### src/rtl/core/rpqs_pkg.sv
// ----------------------------------------------------------------------------
// rpqs_pkg
// Shared constants, types and helpers of the random pivot quicksort unit.
// ----------------------------------------------------------------------------
package rpqs_pkg;

    localparam int MAX_ELEMS = 64;
    localparam int DATA_W    = 32;
    localparam int ADDR_W    = $clog2(MAX_ELEMS);
    localparam int CNT_W     = ADDR_W + 1;
    localparam int CMP_W     = 11;
    localparam int DIV_CNT_W = $clog2(DATA_W);

    typedef logic [ADDR_W-1:0] t_addr;
    typedef logic [CNT_W-1:0]  t_cnt;

    typedef struct packed {
        t_addr hi;
        t_addr lo;
    } t_range;

    // one step of the 32-bit xorshift generator
    function automatic logic [DATA_W-1:0] xorshift32(input logic [DATA_W-1:0] s);
        logic [DATA_W-1:0] x;
        x = s;
        x = x ^ (x << 13);
        x = x ^ (x >> 17);
        x = x ^ (x << 5);
        return x;
    endfunction

endpackage

### src/rtl/core/random_pivot_quicksort_unit.sv
// ----------------------------------------------------------------------------
// random_pivot_quicksort_unit
// In-place quicksort (random pivot, Lomuto partition) over an element RAM.
// ----------------------------------------------------------------------------
// Usage:
//  - Input channel (i_valid / o_stall, i_value, i_last): one signed value per
//    transaction is appended to the element RAM. A transaction with i_last set,
//    or the one that fills the RAM (MAX_ELEMS entries), starts the sort.
//  - While sorting and emitting, o_stall is high; no input is lost.
//  - Output channel (o_valid / i_stall): one transaction per stored value, in
//    ascending order. o_final_res marks the last one, which carries the number
//    of partition comparisons in o_comparisons (zero elsewhere).
//  - Config channel (i_cfg_valid / o_cfg_ready): pivot seed, always ready,
//    copied into the xorshift state when a sort starts. Reset value is 1.
// Sequence:
//  - Loading: one transaction per cycle.
//  - Each partition of a range: setup, mostly the bit-serial modulo that
//    picks the pivot, then per compared element a read, a compare and, if
//    needed, a swap (RAM with one read and one write port), then the final
//    pivot swap and the stack pushes.
//  - Output: each value is read, registered and held until not stalled; a
//    full set of random data spends most of its time in partition setup.
// Reset (synchronous, active low) empties the set and clears the control
// state; RAM contents are not cleared and are never read before written.
// A stalled output holds value and flags until taken.
// ----------------------------------------------------------------------------
module random_pivot_quicksort_unit
    import rpqs_pkg::*;
(
    input  logic                     i_clk,
    input  logic                     i_rst_n,
    input  logic                     i_valid,
    output logic                     o_stall,
    input  logic signed [DATA_W-1:0] i_value,
    input  logic                     i_last,
    output logic                     o_valid,
    input  logic                     i_stall,
    output logic signed [DATA_W-1:0] o_sorted_value,
    output logic                     o_final_res,
    output logic [CMP_W-1:0]         o_comparisons,
    input  logic                     i_cfg_valid,
    output logic                     o_cfg_ready,
    input  logic [DATA_W-1:0]        i_cfg_data
);

    typedef enum logic [4:0] {
        ST_LOAD, ST_POP, ST_POPD, ST_MOD, ST_PIV0, ST_PIV1, ST_PIV2, ST_PIV3,
        ST_RDI, ST_CMP, ST_SWA, ST_SWB, ST_FIN, ST_FIN2, ST_FIN3,
        ST_PUSHR, ST_PUSHL, ST_OUTRD, ST_OUTLD, ST_OUTHOLD
    } t_state;

    // element RAM and range stack RAM, with registered read data
    logic [DATA_W-1:0] r_store [MAX_ELEMS];
    t_range            r_stack [MAX_ELEMS];
    logic [DATA_W-1:0] r_store_q;
    t_range            r_stack_q;

    logic              n_st_we;
    t_addr             n_st_waddr;
    logic [DATA_W-1:0] n_st_wdata;
    t_addr             n_st_raddr;
    logic              n_sk_we;
    t_addr             n_sk_waddr;
    t_range            n_sk_wdata;
    t_addr             n_sk_raddr;

    t_state            r_state;
    t_cnt              r_count;
    t_cnt              r_sp;
    logic [DATA_W-1:0] r_seed;
    logic [DATA_W-1:0] r_rand;
    logic [DATA_W-1:0] r_div;
    logic [ADDR_W:0]   r_rem;
    logic [ADDR_W:0]   r_len;
    logic [DIV_CNT_W-1:0] r_bit;
    t_addr             r_lo;
    t_addr             r_hi;
    t_addr             r_i;
    t_addr             r_m;
    t_addr             r_p;
    logic signed [DATA_W-1:0] r_pv;
    logic [DATA_W-1:0] r_ai;
    logic [DATA_W-1:0] r_am;
    logic [CMP_W-1:0]  r_cmp;
    t_cnt              r_k;
    logic              r_valid;
    logic [DATA_W-1:0] r_out;
    logic              r_final;
    logic [CMP_W-1:0]  r_out_cmp;

    logic              in_acc;
    t_cnt              n_cnt_inc;
    logic [DATA_W-1:0] rand_next;
    logic [ADDR_W+1:0] rem_shift;
    t_addr             m_inc;
    logic [ADDR_W:0]   m_plus1;
    logic              push_r;
    logic              push_l;
    t_cnt              k_inc;

    assign o_cfg_ready = 1'b1;
    assign o_stall     = (r_state != ST_LOAD);
    assign in_acc      = i_valid && !o_stall;
    assign n_cnt_inc   = r_count + t_cnt'(1);
    assign rand_next   = xorshift32(r_rand);
    assign rem_shift   = {r_rem, r_div[DATA_W-1]};
    assign m_inc       = r_m + t_addr'(1);
    assign m_plus1     = {1'b0, r_m} + (ADDR_W+1)'(1);
    assign push_r      = m_plus1 < {1'b0, r_hi};
    assign push_l      = {1'b0, r_m} > ({1'b0, r_lo} + (ADDR_W+1)'(1));
    assign k_inc       = r_k + t_cnt'(1);

    assign o_valid        = r_valid;
    assign o_sorted_value = r_out;
    assign o_final_res    = r_final;
    assign o_comparisons  = r_out_cmp;

    // RAM port control
    always_comb begin
        n_st_we    = 1'b0;
        n_st_waddr = r_lo;
        n_st_wdata = r_ai;
        n_st_raddr = r_i;
        n_sk_we    = 1'b0;
        n_sk_waddr = r_sp[ADDR_W-1:0];
        n_sk_wdata = '{hi: r_hi, lo: m_plus1[ADDR_W-1:0]};
        n_sk_raddr = r_sp[ADDR_W-1:0] - t_addr'(1);
        case (r_state)
            ST_LOAD: begin
                n_st_we    = in_acc;
                n_st_waddr = r_count[ADDR_W-1:0];
                n_st_wdata = i_value;
                n_sk_we    = in_acc;
                n_sk_waddr = '0;
                n_sk_wdata = '{hi: r_count[ADDR_W-1:0], lo: '0};
            end
            ST_PIV0:  n_st_raddr = r_lo;
            ST_PIV1:  n_st_raddr = r_p;
            ST_PIV2: begin
                n_st_we    = 1'b1;
                n_st_waddr = r_lo;
                n_st_wdata = r_store_q;
            end
            ST_PIV3: begin
                n_st_we    = 1'b1;
                n_st_waddr = r_p;
                n_st_wdata = r_ai;
            end
            ST_RDI:   n_st_raddr = r_i;
            ST_CMP:   n_st_raddr = m_inc;
            ST_SWA: begin
                n_st_we    = 1'b1;
                n_st_waddr = r_m;
                n_st_wdata = r_ai;
            end
            ST_SWB: begin
                n_st_we    = 1'b1;
                n_st_waddr = r_i;
                n_st_wdata = r_am;
            end
            ST_FIN:   n_st_raddr = r_m;
            ST_FIN2: begin
                n_st_we    = 1'b1;
                n_st_waddr = r_lo;
                n_st_wdata = r_store_q;
            end
            ST_FIN3: begin
                n_st_we    = 1'b1;
                n_st_waddr = r_m;
                n_st_wdata = r_pv;
            end
            ST_PUSHR: n_sk_we = push_r && (r_sp < t_cnt'(MAX_ELEMS));
            ST_PUSHL: begin
                n_sk_we    = push_l && (r_sp < t_cnt'(MAX_ELEMS));
                n_sk_wdata = '{hi: r_m - t_addr'(1), lo: r_lo};
            end
            ST_OUTRD: n_st_raddr = r_k[ADDR_W-1:0];
            default: ;
        endcase
    end

    always_ff @(posedge i_clk) begin
        if (n_st_we) begin
            r_store[n_st_waddr] <= n_st_wdata;
        end
        r_store_q <= r_store[n_st_raddr];
    end

    always_ff @(posedge i_clk) begin
        if (n_sk_we) begin
            r_stack[n_sk_waddr] <= n_sk_wdata;
        end
        r_stack_q <= r_stack[n_sk_raddr];
    end

    // sequencer
    always_ff @(posedge i_clk) begin
        if (!i_rst_n) begin
            r_state <= ST_LOAD;
            r_count <= '0;
            r_sp    <= '0;
            r_seed  <= 32'd1;
            r_rand  <= 32'd1;
            r_cmp   <= '0;
            r_valid <= 1'b0;
        end else begin
            if (i_cfg_valid && o_cfg_ready) begin
                r_seed <= i_cfg_data;
            end
            case (r_state)
                ST_LOAD: begin
                    if (in_acc) begin
                        r_count <= n_cnt_inc;
                        if (i_last || n_cnt_inc == t_cnt'(MAX_ELEMS)) begin
                            r_rand <= r_seed;
                            r_cmp  <= '0;
                            r_k    <= '0;
                            if (n_cnt_inc >= t_cnt'(2)) begin
                                r_sp    <= t_cnt'(1);
                                r_state <= ST_POP;
                            end else begin
                                r_sp    <= '0;
                                r_state <= ST_OUTRD;
                            end
                        end
                    end
                end
                ST_POP: begin
                    r_sp    <= r_sp - t_cnt'(1);
                    r_state <= ST_POPD;
                end
                ST_POPD: begin
                    r_lo    <= r_stack_q.lo;
                    r_hi    <= r_stack_q.hi;
                    r_len   <= {1'b0, r_stack_q.hi} - {1'b0, r_stack_q.lo}
                               + (ADDR_W+1)'(1);
                    r_rand  <= rand_next;
                    r_div   <= rand_next;
                    r_rem   <= '0;
                    r_bit   <= '1;
                    r_state <= ST_MOD;
                end
                ST_MOD: begin
                    // restoring remainder, one dividend bit per cycle
                    if (rem_shift >= {1'b0, r_len}) begin
                        r_rem <= (ADDR_W+1)'(rem_shift - {1'b0, r_len});
                    end else begin
                        r_rem <= rem_shift[ADDR_W:0];
                    end
                    r_div <= r_div << 1;
                    r_bit <= r_bit - DIV_CNT_W'(1);
                    if (r_bit == '0) begin
                        r_state <= ST_PIV0;
                    end
                end
                ST_PIV0: begin
                    r_p     <= r_lo + r_rem[ADDR_W-1:0];
                    r_state <= ST_PIV1;
                end
                ST_PIV1: begin
                    r_ai    <= r_store_q;
                    r_state <= ST_PIV2;
                end
                ST_PIV2: begin
                    r_pv    <= r_store_q;
                    r_state <= ST_PIV3;
                end
                ST_PIV3: begin
                    r_m     <= r_lo;
                    r_i     <= r_lo + t_addr'(1);
                    r_state <= ST_RDI;
                end
                ST_RDI: r_state <= ST_CMP;
                ST_CMP: begin
                    r_cmp <= r_cmp + CMP_W'(1);
                    r_ai  <= r_store_q;
                    if ($signed(r_store_q) < r_pv) begin
                        r_m <= m_inc;
                        if (m_inc != r_i) begin
                            r_state <= ST_SWA;
                        end else if (r_i == r_hi) begin
                            r_state <= ST_FIN;
                        end else begin
                            r_i     <= r_i + t_addr'(1);
                            r_state <= ST_RDI;
                        end
                    end else if (r_i == r_hi) begin
                        r_state <= ST_FIN;
                    end else begin
                        r_i     <= r_i + t_addr'(1);
                        r_state <= ST_RDI;
                    end
                end
                ST_SWA: begin
                    r_am    <= r_store_q;
                    r_state <= ST_SWB;
                end
                ST_SWB: begin
                    if (r_i == r_hi) begin
                        r_state <= ST_FIN;
                    end else begin
                        r_i     <= r_i + t_addr'(1);
                        r_state <= ST_RDI;
                    end
                end
                ST_FIN:  r_state <= (r_m == r_lo) ? ST_PUSHR : ST_FIN2;
                ST_FIN2: r_state <= ST_FIN3;
                ST_FIN3: r_state <= ST_PUSHR;
                ST_PUSHR: begin
                    if (n_sk_we) begin
                        r_sp <= r_sp + t_cnt'(1);
                    end
                    r_state <= ST_PUSHL;
                end
                ST_PUSHL: begin
                    if (n_sk_we) begin
                        r_sp    <= r_sp + t_cnt'(1);
                        r_state <= ST_POP;
                    end else if (r_sp != '0) begin
                        r_state <= ST_POP;
                    end else begin
                        r_state <= ST_OUTRD;
                    end
                end
                ST_OUTRD: r_state <= ST_OUTLD;
                ST_OUTLD: begin
                    r_valid   <= 1'b1;
                    r_out     <= r_store_q;
                    r_final   <= (k_inc == r_count);
                    r_out_cmp <= (k_inc == r_count) ? r_cmp : '0;
                    r_state   <= ST_OUTHOLD;
                end
                ST_OUTHOLD: begin
                    if (!i_stall) begin
                        r_valid <= 1'b0;
                        if (r_final) begin
                            r_count <= '0;
                            r_state <= ST_LOAD;
                        end else begin
                            r_k     <= k_inc;
                            r_state <= ST_OUTRD;
                        end
                    end
                end
                default: r_state <= ST_LOAD;
            endcase
        end
    end

endmodule

### config.mk
export PLATFORM = sky130hd
export DESIGN_NAME = random_pivot_quicksort_unit
export DESIGN_NICKNAME = d
export VERILOG_FILES = /design/src/rtl/core/rpqs_pkg.sv /design/src/rtl/core/random_pivot_quicksort_unit.sv
export SDC_FILE = /design/constraint.sdc
export NUM_CORES = 2
export LEC_CHECK = 0
export BUFFER_PORTS_ARGS = -buffer_cell sky130_fd_sc_hd__buf_2
export CORE_MARGIN = 2
export CORE_UTILIZATION = 23
export CTS_BUF_LIST = sky130_fd_sc_hd__clkbuf_16
export DETAILED_ROUTE_END_ITERATION = 16
export GPL_TIMING_DRIVEN = 0
export PLACE_DENSITY = 0.33
export RECOVER_POWER = 50
export SLEW_MARGIN = 0
export SYNTH_ARGS = -nofsm -noshare
export SYNTH_HDL_FRONTEND = slang
export SYNTH_SLANG_ARGS = --single-unit
### constraint.sdc
create_clock -name i_clk -period 13.47 [get_ports i_clk]
set_input_delay 2.0205 -clock i_clk [delete_from_list [all_inputs] [get_ports i_clk]]
set_output_delay 2.0205 -clock i_clk [all_outputs]
set_load 0.03 [all_outputs]
After elaboration in Yosys (flattened, before gate mapping). Memories as Yosys holds them, arrays and structs flattened. A register that Yosys moved wholly into a read port is not among the register bits. Index checks and enable logic that the tools add are counted.

Register bits after elaboration: 323. Latch bits: 0. Memory bits (writable): 2816. Memory bits (read-only): 0. Output and inout port bits: 47. Logic and storage cells: 178. Memories kept: 2.

$add $sub $neg: 17. Multiply operators: 0. Div/mod/pow operators: 0. Order comparisons: 6. Equality and inequality tests: 33. Shift-type cells: 0. Muxes and demuxes: 56. Bitwise logic cells: 3. Reductions and logical operators: 38.

Memory list: r_store (depth 64, width 32, rd ports 1, clocked after Yosys merged registers in 1, wr ports 1, line random_pivot_quicksort_unit.sv:53) `logic [DATA_W-1:0] r_store [MAX_ELEMS];`; r_stack (depth 64, width 12, rd ports 1, clocked after Yosys merged registers in 1, wr ports 1, line random_pivot_quicksort_unit.sv:54) `t_range r_stack [MAX_ELEMS];`.

Operators with widths (number): 32-bit one-hot mux with 2 select lines (2); 32-bit one-hot mux with 4 select lines (1); 5-bit one-hot mux with 20 select lines (1); 7-bit 2-to-1 mux (11); 32-bit 2-to-1 mux (2); 32-bit XOR (2); 5-bit 2-to-1 mux (9); 7-bit one-hot mux with 2 select lines (3); 5-bit by 4-bit equality test with 1-bit output (second input constant) (8); 32-bit < comparator (1); 32-bit by 15-bit XOR with 32-bit output (1); 6-bit 2-to-1 mux (5); 6-bit one-hot mux with 5 select lines (1); 7-bit by 1-bit adder with 7-bit output (second input constant) (4); 12-bit one-hot mux with 2 select lines (1); 6-bit one-hot mux with 4 select lines (1); 11-bit 2-to-1 mux (2); 11-bit one-hot mux with 2 select lines (1); 7-bit one-hot mux with 3 select lines (1); 5-bit by 3-bit equality test with 1-bit output (second input constant) (4); 5-bit equality test (second input constant) (4); 6-bit by 1-bit adder with 6-bit output (second input constant) (3); 6-bit one-hot mux with 3 select lines (1); 2-bit AND reduction (8); 42 further kinds (76).

Logic depth before layout (Yosys ltp).
Depth in word-level cells: 6. Depth in mapped cells: 14.

Least setup slack after synthesis. OpenSTA, ideal clock, no wires.

Kind: input -> register. Start point: in i_rst_n. End point: reg r_am[0] (enable). Arrival: 5367 ps. Setup slack: 7601 ps. Stages: 3. Cell sequence: inv_2 > clkbuf_1 > nor4_1.

Longest elaborated chain between the ends: 1.

RTL lines: from (decl) (line random_pivot_quicksort_unit.sv:31) `input logic i_rst_n,`; 2-bit AND reduction (no line); to (signal assigned) (line random_pivot_quicksort_unit.sv:295) `r_am <= r_store_q;`; to (decl) (line random_pivot_quicksort_unit.sv:83) `logic [DATA_W-1:0] r_am;`.

Every way passes these cells. A chain may end at the register's enable or synchronous reset.

Worst setup path in the final report.
Start point: reg r_state[3]. End point: mem r_store[60][18] (data pin).

Longest elaborated chain between the ends: 3. Elaborated cells between the ends (all ways): 7. Classes of those cells: eq/ne: 4; mux: 1; reduce/logical: 2.

RTL lines: from (decl) (line random_pivot_quicksort_unit.sv:67) `t_state r_state;`; from (signal assigned) (line random_pivot_quicksort_unit.sv:306) `ST_FIN: r_state <= (r_m == r_lo) ? ST_PUSHR : ST_FIN2;`; 5-bit by 4-bit equality test with 1-bit output or 5-bit by 3-bit equality test with 1-bit output (tied branches) (line random_pivot_quicksort_unit.sv:128) `case (r_state)`; 2-bit OR reduction (no line); 32-bit one-hot mux with 4 select lines * (line random_pivot_quicksort_unit.sv:128); named net n_st_wdata[18] (line random_pivot_quicksort_unit.sv:60) `logic [DATA_W-1:0] n_st_wdata;`; to (decl) (line random_pivot_quicksort_unit.sv:53).

Mark *: on every way through the listed nets, which the timed path passes. The rest lies on a longest branch.

==> reports/summary.txt <==
top sig layer: met4
H-tree Lvls: 5
Final ANT Viol Nets: 0
die footprint: 0.548 mm2
WS Path Type: reg -> reg
Clock Sinks: 3,183
normalized max-slew margin: -180%
clk buf depth: 4
Synthesis Warnings: 0
outcome: complete, but fails checks
DP Worst Slack: 6.54 ns
worst r2r dst: r_store[60][18]$_DFFE_PP_
Starting Density: 23.1%
most frequent cells in the layout: 3,044 x edfxtp_1, 764 x mux4_2, 381 x clkbuf_16, 347 x clkbuf_1, 259 x a22o_1
setup TNS: 0 ns
met2 wire length: 227,000 um
crit share post-route: 57.6%
largest net degree at the start of global routing: 65
# resized after CTS: 0
Die W: 740 um
PortBufs: 114
most common cell after layout, fill and taps aside: edfxtp_1
Post-synth EDFFs: 3,044
async set-reset flop share out of synthesis: 0%
crit end category: register
violated checks: max-capacitance violations, max-slew violations
share of cells above drive strength 1: 22.6%
io pins: 117
iteration count of the initial detailed-routing pass: 8
CTS tree: done
Starting DRT DRC Count: 6,306
hold_ws: 0.455 ns
final net count: 6,963
register area share after synthesis: 75.5%
setup violators final: 0
Peak VDD IR: 0.137 mV
count of final max-slew check failures: 2,324
crit path capture: r_store[60][18]$_DFFE_PP_
startpoint types: register
Tmin final: 7.76 ns
worst skew pair latency: 0.98 ns
DR vias: 64,902
gr usage total: 16.3%
#FFs+latches synth: 3,183
P_leak: 46.3 nW
initial antenna violation count: 48
Mapped Area: 0.125 mm2
Syn-to-layout area delta: 19.2%
crit path from: r_state[3]$_SDFFE_PN0P_
final design utilization: 27.5%
met3 WL post-DR: 20,600 um
pwr dens: 219 mW/mm2
synthesized instance count: 6,137
crit-path max FO: 49
final RePlAce weighted congestion: 0.784
CTS root buffer: clkbuf_16
drt total wl: 459,000 um
DRC viols: 0
Max Cap Viol: 63
Crit path required time: 13.76 ns
Overflow after GRT: 0
Register-to-Register Path Depth: 10
Final Power: 32.6 mW
HPWL after DPL: 321,000 um
Mapped Nets: 6,293
vias in the first global route: 66,468
Setup Buffers After CTS: 0
critical path data arrival time: 8.05 ns
Fmax: 129 MHz
total CTS buffers: 373
main flop type after synthesis: edfxtp_1
global-route wire length before repair: 612,000 um
Worst Tran Pin Value: 4.21 ns
die span in y: 740 um
Core Rows: 270
Yosys cell types: 67
Via density: 4.53
RSZ-0062 raised after global routing: false
hold-fix buffer count after cts: 0
Met1 Wirelength: 200,000 um
Avg Inst Size Synth: 20.3 um2
R2R Path Start: r_state[3]$_SDFFE_PN0P_
Wirelength per Cell: 32.0 um
Final Hold Fails: 0
clock slew at reported path FFs: 0.05 ns
R2R Setup Slk: 5.71 ns
Setup Skew: 0.0960 ns
Hold WC Path Type: reg -> reg
final worst slack: 5.71 ns
core area: 0.541 mm2
cells by family after synthesis:
logic type / after synthesis / share of synthesized area [%]
compound gates: 704 / 4.06
other cells: 1 / 0.00301
simple gates: 778 / 2.80
flops: 3183 / 75.5
buf+inv: 431 / 1.55
mux: 805 / 14.1
xor+xnor: 149 / 1.05
fa+ha+maj: 86 / 0.887
state kept, by name (all words and copies together), names as in the netlist, 12 cells and up:
register        count
r_store          2048
r_stack           768
o_sorted_value     32
r_ai               32
r_am               32
r_div              32
r_pv               32
r_rand             32
r_seed             32
r_store_q          32
r_stack_q          12
per-stage QoR:
step / std cells / area, um2
after global routing: 14316 / 149000
final: 14334 / 149000
after CTS: 14308 / 150000
after global placement: 13459 / 134000
after detailed placement: 13634 / 139000
after floorplan: 6137 / 125000
Yosys cell counts (54+ instances only):
cell type     n  area share [%]
dfxtp_1     139             2.2
ha_1         82            0.82
nand3_1      80            0.32
nor2_1      276            0.83
inv_1        88            0.26
a21oi_1      94            0.38
edfxtp_1   3044              73
nand2_1     234            0.70
clkbuf_1    229            0.69
xnor2_1      84            0.59
mux4_2      764              14
o21ai_1     128            0.51
nand4_1      54            0.27
a22o_1      259             1.8
xor2_1       65            0.46
worst max-delay path, stage by stage, from the launching register on:
cell and delay [ns]:
dfxtp_1 0.29, clkbuf_1 0.22, or3_1 0.36, clkbuf_1 0.21
nor3_1 0.47, clkbuf_1 0.68, clkbuf_1 0.84, clkbuf_1 0.64
a222oi_1 0.22, nand3_1 0.65, clkbuf_1 2.27
area by class of cell:
class / instances / area (um2)
antenna: 20 / 50.0
buffer: 340 / 1590
clock buffer: 381 / 9530
clock inverter: 293 / 1890
fill: 53998 / 392000
inverter: 91 / 342
multi-input combinational: 2523 / 29200
sequential: 3183 / 94200
tap: 7208 / 9020
timing repair buffer: 295 / 2920
metal layers:
layer,global-route usage (%),up-vias
met5,0,-
met4,3.50,0
met3,2.04,489
met2,28.1,1717
met1,22.1,35813
li1,-,26883
report_power, final:
part	switching [mW]	internal, mW
registers	0.298	13.5
logic	6.73	2.43
clock network	4.20	5.43
total	11.2	21.3
worst min path at each step:
stage / from / slack [ns] / end / depth (start not counted)
global route: r_stack_q[4]$_DFF_P_ / 0.48 / r_lo[4]$_DFFE_PP_ / 0
CTS: r_stack_q[7]$_DFF_P_ / 0.45 / r_hi[1]$_DFFE_PP_ / 0
detailed placement: r_stack_q[7]$_DFF_P_ / 0.44 / r_hi[1]$_DFFE_PP_ / 0
floorplan: r_stack_q[7]$_DFF_P_ / 0.41 / r_hi[1]$_DFFE_PP_ / 0
finish: r_stack_q[7]$_DFF_P_ / 0.45 / r_hi[1]$_DFFE_PP_ / 0
global placement: r_stack_q[7]$_DFF_P_ / 0.45 / r_hi[1]$_DFFE_PP_ / 0
No activity file was read; power rests on OpenSTA's default activity.
